## src/hdl/ptnq_ram.sv

```systemverilog
// Generic single-port-write, single-port-read RAM with registered read data.
module ptnq_ram #(
   parameter int Width = 8,
   parameter int Depth = 16
) (
   input  logic                     clock,
   input  logic                     wr_en,
   input  logic [$clog2(Depth)-1:0] wr_addr,
   input  logic [Width-1:0]         wr_data,
   input  logic [$clog2(Depth)-1:0] rd_addr,
   output logic [Width-1:0]         rd_data
);
   logic [Width-1:0] mem [Depth];

   always_ff @(posedge clock) begin
      if (wr_en) begin
         mem[wr_addr] <= wr_data;
      end
      rd_data <= mem[rd_addr];
   end
endmodule

```

## config.mk

```make
export PLATFORM = sky130hd
export DESIGN_NAME = ptnq_ram
export DESIGN_NICKNAME = d
export VERILOG_FILES = /design/src/hdl/ptnq_ram.sv
export SDC_FILE = /design/constraint.sdc
export NUM_CORES = 1
export LEC_CHECK = 0
export BUFFER_PORTS_ARGS = -buffer_cell sky130_fd_sc_hd__buf_2
export CAP_MARGIN = 5
export CORE_ASPECT_RATIO = 0.5
export CORE_MARGIN = 8
export CORE_UTILIZATION = 40
export CTS_BUF_LIST = sky130_fd_sc_hd__clkbuf_8
export DETAILED_ROUTE_END_ITERATION = 6
export GPL_TIMING_DRIVEN = 0
export PLACE_DENSITY = 0.57
export SYNTH_ARGS = -nofsm -noshare
export SYNTH_HDL_FRONTEND = slang
export SYNTH_SLANG_ARGS = --single-unit
export TNS_END_PERCENT = 5
```

## constraint.sdc

```tcl
create_clock -name clock -period 4.89 [get_ports clock]
set_input_delay 0.489 -clock clock [delete_from_list [all_inputs] [get_ports clock]]
set_output_delay 0.489 -clock clock [all_outputs]
set_load 0.05 [all_outputs]
```

==> results.py, run 1 <==
metrics = {
    "floorplanning": {
        "design.die.area_um2": 16980,
        "starting_density_of_the_core_pct": 40.76,
        "core-area_um2": 12630,
        "rows": 29,
        "ios": 26,
        "die_height_um": 96.22,
        "dieWidth_um": 176.4,
    },
    "timing": {
        "fin_hold_ws_ps": 467.4,
        "fin_crit_sh_pct": 36.93,
        "post-route-min-period_ps": 1806,
        "clock-skew-final_ps": 4.920,
        "fmax_mhz": 553.7,
        "rsz0062_at_grt": "no",
        "report.final.setup_viol": 0,
        "timing.setup.tns_ps": 0,
        "report.final.slew_viol_count": 0,
        "tightest_slew_ps": 1209,
        "timing.final.hold_violations": 0,
        "worst_slack_ps": 3084,
        "slew_headroom_pct": 18.78,
    },
    "hold_path": {
        "holdCritPathClass": "in -> reg",
    },
    "grt": {
        "wire_length_of_the_first_global_routing_pass_um": 15380,
        "grt_antenna_before_repair": 0,
        "grt_start_max_net_pins": 17,
        "gr-usage-all-layers_pct": 13.01,
        "grt_remaining_overflow": 0,
        "number_of_global_route_vias_before_repair": 2532,
    },
    "clocking": {
        "clk_root_buffer_cell": "sky130_fd_sc_hd__clkbuf_8",
        "post_cts_hold_buffer_count": 0,
        "tritoncts": "yes",
        "cts_made_buffers": 17,
        "clkSlewWorstSetupHoldPaths_ps": 70,
        "postCtsResizedCells": 0,
        "clk-insertion-delay-late_ps": 420,
        "post_cts.repair.setup_buffers": 0,
        "cts_sinks": 136,
        "h-tree-depth": 4,
        "cts_max_path_buffers": 2,
    },
    "synthesis": {
        "synth.most_common_cell": "sky130_fd_sc_hd__edfxtp_1",
        "mappedNetlistArea_um2": 5147,
        "synth-simple-area-share_pct": 3.184,
        "synth_enable_flop_cells": 128,
        "share_of_the_synthesized_area_in_compound_gates_ao_oa_aoi_oai_pct": 2.333,
        "synth_top_area_share_pct": 74.67,
        "synthesis.instances": 229,
        "syn_warnings": 0,
        "synth-seq-cells": 136,
        "ys_top_cells_by_area": "sky130_fd_sc_hd__edfxtp_1 75%, sky130_fd_sc_hd__mux4_2 7.9%, sky130_fd_sc_hd__mux4_1 7.1%",
        "total_nets_after_synthesis": 247,
        "synth.avg_cell_area_um2": 22.48,
        "combinational_family_with_the_most_area_after_synthesis": "multiplexers",
        "yosys_most_used_dff": "sky130_fd_sc_hd__edfxtp_1",
        "synthMuxAreaShare_pct": 15.02,
        "synth-adder-area-share_pct": 0,
        "synth_top_cells_by_count": "128 x sky130_fd_sc_hd__edfxtp_1, 18 x sky130_fd_sc_hd__mux4_2, 16 x sky130_fd_sc_hd__a22oi_1",
        "yosysUniqueCellTypes": 19,
        "async_reset_ff_share_pct": 0,
        "synth_largest_area_cell": "sky130_fd_sc_hd__edfxtp_1",
        "synth_xor_xnor_area_share_pct": 0,
        "synth_sequential_area_ratio_pct": 77.78,
    },
    "finish": {
        "nFillCells": 1062,
        "nNetsFinal": 293,
        "post_route_cells_drive_above_1_share_pct": 29.17,
        "insertedDiodeCount": 0,
        "area.sequential_um2": 4004,
        "multi_input_comb_area_um2": 1057,
        "area_delta_synth_final_pct": 14.24,
        "fin_util_pct": 46.57,
    },
    "run_status": {
        "status": "finished, final reports clean",
    },
    "route": {
        "detailroute.via_count": 2361,
        "postRouteAntennaNets": 0,
        "post-route-drc-count": 0,
        "routed_wirelength_um": 10070,
        "routedWlPerCell_um": 21.99,
        "post_drt_via_cell_ratio": 5.155,
        "detailedRoute.firstIterationViolations": 170,
        "number_of_search_and_repair_iterations_in_the_first_detailed_routing_pass": 4,
    },
    "worst_setup_path": {
        "arrival_ps": 1940,
        "setup.worst_path.end_class": "flip-flop",
        "crit_path_required_time_ps": 5020,
        "critical_path.startpoint_type": "primary input",
        "critPathKind": "in -> reg",
        "timing.critical_path.fanout_max": 6,
    },
    "placement": {
        "hpwlAfterDp_um": 6729,
        "io_buffers": 24,
        "finalWeightedCongestion": 0.7549,
        "place_ws_ps": 2284,
    },
    "power_and_ir_drop": {
        "peakVddDrop_uv": 177.0,
        "leakage_uw": 0.001961,
        "p_per_area_nw_per_um2": 397.2,
        "power.total_uw": 2336,
    },
    "run": {
        "maxCapViolations": 0,
    },
}
## where the power goes
part,internal [uW],switching [uW],leakage [uW]
combinational,52.1,98.1,0.000531
sequential,1300,5.97,0.00122
clock,482,395,0.000206
total,1840,499,0.00196
## routing by layer
metal | track usage (%) | wire [um] | vias to the layer above
met4 | 4.378 | 107 | 0
met3 | 4.150 | 668 | 9
met2 | 21.47 | 5100 | 52
met5 | 0 | 0 | -
met1 | 16.30 | 4194 | 1236
li1 | - | - | 1064
## per-stage QoR
stage,area (um2),std cells
2_1_floorplan,5147,229
3_3_place_gp,5480,423
3_5_place_dp,5490,425
4_1_cts,5873,457
5_1_grt,5881,458
6_report,5881,458
## sequential cells by signal, indices dropped and copies added (netlist names)
| name | cells |
|---|---|
| mem | 128 |
| rd_data | 8 |
## cell usage in the layout, fill, tap and decap left out, types with 2 or more instances in the layout
master,synthesis,layout
sky130_fd_sc_hd__clkinv_2,0,5
sky130_fd_sc_hd__nand3b_1,2,2
sky130_fd_sc_hd__mux4_2,18,18
sky130_fd_sc_hd__buf_6,3,3
sky130_fd_sc_hd__clkbuf_8,0,20
sky130_fd_sc_hd__clkdlybuf4s25_2,3,3
sky130_fd_sc_hd__mux4_1,14,14
sky130_fd_sc_hd__inv_1,0,2
sky130_fd_sc_hd__edfxtp_1,128,128
sky130_fd_sc_hd__bufinv_16,0,2
sky130_fd_sc_hd__clkinv_1,0,2
sky130_fd_sc_hd__nand2b_1,2,2
sky130_fd_sc_hd__nor3_1,4,4
sky130_fd_sc_hd__nor2_1,13,13
sky130_fd_sc_hd__buf_4,1,2
sky130_fd_sc_hd__buf_2,3,29
sky130_fd_sc_hd__nand2_1,9,9
sky130_fd_sc_hd__a22oi_1,16,16
sky130_fd_sc_hd__dfxtp_1,8,8
## worst max-delay path: stages
cell and delay [ps]:
sky130_fd_sc_hd__buf_2 120, sky130_fd_sc_hd__nand3b_1 210, sky130_fd_sc_hd__nor3_1 810, sky130_fd_sc_hd__buf_2 300
## area by class of cell
class | count | share of cell area (%)
Sequential cell | 136 | 68.09
Multi-Input combinational cell | 83 | 17.98
Clock buffer | 20 | 4.681
Tap cell | 170 | 3.617
Timing Repair Buffer | 27 | 2.340
Clock inverter | 12 | 1.830
Buffer | 10 | 1.468
## worst paths after layout
kind / depth (start not counted) / slack [ps] / endpoint / from
hold reg to reg: 3 / 690 / rd_data[0] / mem[7][0]
hold / removal: 1 / 470 / mem[0][5] / wr_data[5]
setup / recovery: 4 / 3080 / mem[4][5] / wr_addr[3]
setup reg to reg: 3 / 3350 / rd_data[1] / mem[9][1]
## kinds of logic after synthesis
| logic type | Yosys count |
|---|---|
| AND/OR/NAND/NOR | 35 |
| buffers and inverters | 10 |
| multiplexers | 32 |
| flip-flops | 136 |
| AO/OA/AOI/OAI | 16 |
Note: power is estimated with default switching activity, not from simulation.
==> run 2, diff against run 1 <==
Settings changed: PLACE_DENSITY 0.57 to 0.59.
Clock period 4.89 ns to 1.5 ns, I/O delays scaled along.
==> run 2 against run 1 <==
Net effect:
- clock power grew to 3.5 times the previous value
- first-iteration DRC count rose by 7.6%
- register-to-register slack worse by 3300 ps
- via count is 0.76% higher
- core utilization up 0.31 points
- global-route usage down 0.063 points
- final cell count decreased by 0.44%
- critical path depth down 1
- setup slack got worse by 3100 ps
- die area did not move
- final area grew 0.66%
- largest power group unchanged
- highest routed layer unchanged
==> results.py, run 2 (synthesized netlist as in run 1, its figures left out) <==
metrics = {
    "power_and_ir_drop": {
        "power.total_uw": 7825,
        "internal_power_uw": 6174,
        "portion_of_total_power_attributed_to_combinational_logic_pct": 6.4,
        "clockPowerShare_pct": 39.1,
        "leakage_uw": 0.001958,
        "peakVddDrop_uv": 496.5,
        "power.share.sequential_pct": 54.5,
        "p_per_area_nw_per_um2": 1322,
        "netSwitchingPower_uw": 1651,
        "switching_share_pct": 21.09,
    },
    "timing": {
        "fmax_mhz": 680.3,
        "clock-skew-final_ps": 8.990,
        "timing.final.hold_violations": 0,
        "slew_headroom_pct": 11.81,
        "post-route-min-period_ps": 1470,
        "fin_crit_sh_pct": 98.00,
        "rsz0062_at_grt": "no",
        "report.final.setup_viol": 0,
        "worst_slack_ps": 29.99,
        "report.final.slew_viol_count": 0,
        "tightest_slew_ps": 1313,
        "timing.setup.tns_ps": 0,
    },
    "grt": {
        "number_of_global_route_vias_before_repair": 2599,
        "grt_antenna_before_repair": 0,
        "gr-usage-all-layers_pct": 12.95,
        "grt_remaining_overflow": 0,
        "grt_start_max_net_pins": 17,
        "wire_length_of_the_first_global_routing_pass_um": 15440,
    },
    "placement": {
        "finalWeightedCongestion": 0.7616,
        "place_ws_ps": -486.3,
        "hpwlAfterDp_um": 6810,
        "io_buffers": 24,
    },
    "clocking": {
        "cts_made_buffers": 17,
        "h-tree-depth": 4,
        "cts_max_path_buffers": 2,
        "clkSlewWorstSetupHoldPaths_ps": 70,
        "cts_sinks": 136,
        "tritoncts": "yes",
        "clk_root_buffer_cell": "sky130_fd_sc_hd__clkbuf_8",
        "clk-insertion-delay-late_ps": 440,
    },
    "route": {
        "number_of_search_and_repair_iterations_in_the_first_detailed_routing_pass": 4,
        "postRouteAntennaNets": 0,
        "routed_wirelength_um": 10240,
        "detailroute.via_count": 2379,
        "post-route-drc-count": 0,
        "detailedRoute.firstIterationViolations": 183,
        "routedWlPerCell_um": 22.46,
        "post_drt_via_cell_ratio": 5.217,
    },
    "finish": {
        "registers.top_by_ff_count": "mem",
        "max_reg_flops": 128,
        "layout_top_registers": "mem x128, rd_data x8",
        "layout_commonest_cell": "sky130_fd_sc_hd__edfxtp_1",
        "nFillCells": 1055,
        "nNetsFinal": 291,
        "fin_util_pct": 46.88,
        "mostFrequentLayoutCells": "128 x sky130_fd_sc_hd__edfxtp_1, 27 x sky130_fd_sc_hd__buf_2, 18 x sky130_fd_sc_hd__mux4_2",
        "area_delta_synth_final_pct": 15.00,
        "insertedDiodeCount": 0,
        "post_route_cells_drive_above_1_share_pct": 29.37,
    },
    "worst_setup_path": {
        "critPathKind": "reg -> reg",
        "crit_path_required_time_ps": 1810,
        "critical_path.startpoint_type": "flip-flop",
        "timing.critical_path.fanout_max": 1,
        "setup.worst_path.end_class": "flip-flop",
        "arrival_ps": 1780,
    },
    "run_status": {
        "status": "finished, final reports clean",
    },
    "floorplanning": {
        "ios": 26,
        "die_height_um": 96.22,
        "design.die.area_um2": 16980,
        "rows": 29,
        "core-area_um2": 12630,
        "dieWidth_um": 176.4,
        "starting_density_of_the_core_pct": 40.76,
    },
    "hold_path": {
        "holdCritPathClass": "in -> reg",
    },
    "run": {
        "maxCapViolations": 0,
    },
}
[run 2: worst max-delay path, stage by stage, from the launching register on]
cell and delay, ps:
sky130_fd_sc_hd__edfxtp_1 370, sky130_fd_sc_hd__mux4_2 490, sky130_fd_sc_hd__a22oi_1 370, sky130_fd_sc_hd__nand2_1 110
[run 2: final cells by class]
type                       instances  area, um2  area share, %
clock buffer                      17      234.0          3.953
multi-input combinational         83       1087          18.37
clock inverter                    15      167.7          2.832
timing repair buffer              25      127.6          2.156
buffer                            10      86.33          1.458
tap                              170      212.7          3.593
sequential                       136       4004          67.64
[run 2: path summary, 6_finish.rpt]
path / startpoint / end / slack (ps) / depth (start not counted)
min reg2reg: mem[14][3] / rd_data[3] / 680 / 3
max reg2reg: mem[11][0] / rd_data[0] / 30 / 3
max: mem[11][0] / rd_data[0] / 30 / 3
min: wr_data[6] / mem[6][6] / 110 / 1
[run 2: what timing repair did]
action                     in CTS  in global routing
pin swaps                       0                  0
resized for setup               3                  2
hold buffers                    0                  0
setup endpoints to repair      10                  2
buffers inserted                0                  0
hold endpoints to repair        0                  0
[run 2: power by group through the flow]
stage,sequential (uW),combinational (uW),clock [uW]
3_5_place_dp,4350,495,0
4_1_cts,4270,501,3110
5_1_grt,4270,530,3250
3_3_place_gp,4340,487,0
2_1_floorplan,4430,216,0
6_report,4270,498,3060
[run 2: per-stage QoR]
stage	instances	hold slack, ps	area [um2]
2_1_floorplan	229	248.9	5152
3_3_place_gp	423	546.8	5485
3_5_place_dp	423	565.2	5485
4_1_cts	455	91.15	5902
5_1_grt	456	89.47	5919
6_report	456	112.2	5919
[run 2: layer usage]
| metal | track usage (%) | wire (um) | up-vias |
|---|---|---|---|
| li1 | - | - | 1058 |
| met1 | 15.47 | 4525 | 1266 |
| met2 | 21.72 | 5120 | 47 |
| met3 | 4.503 | 477 | 8 |
| met4 | 5.003 | 119 | 0 |
| met5 | 0 | 0 | - |
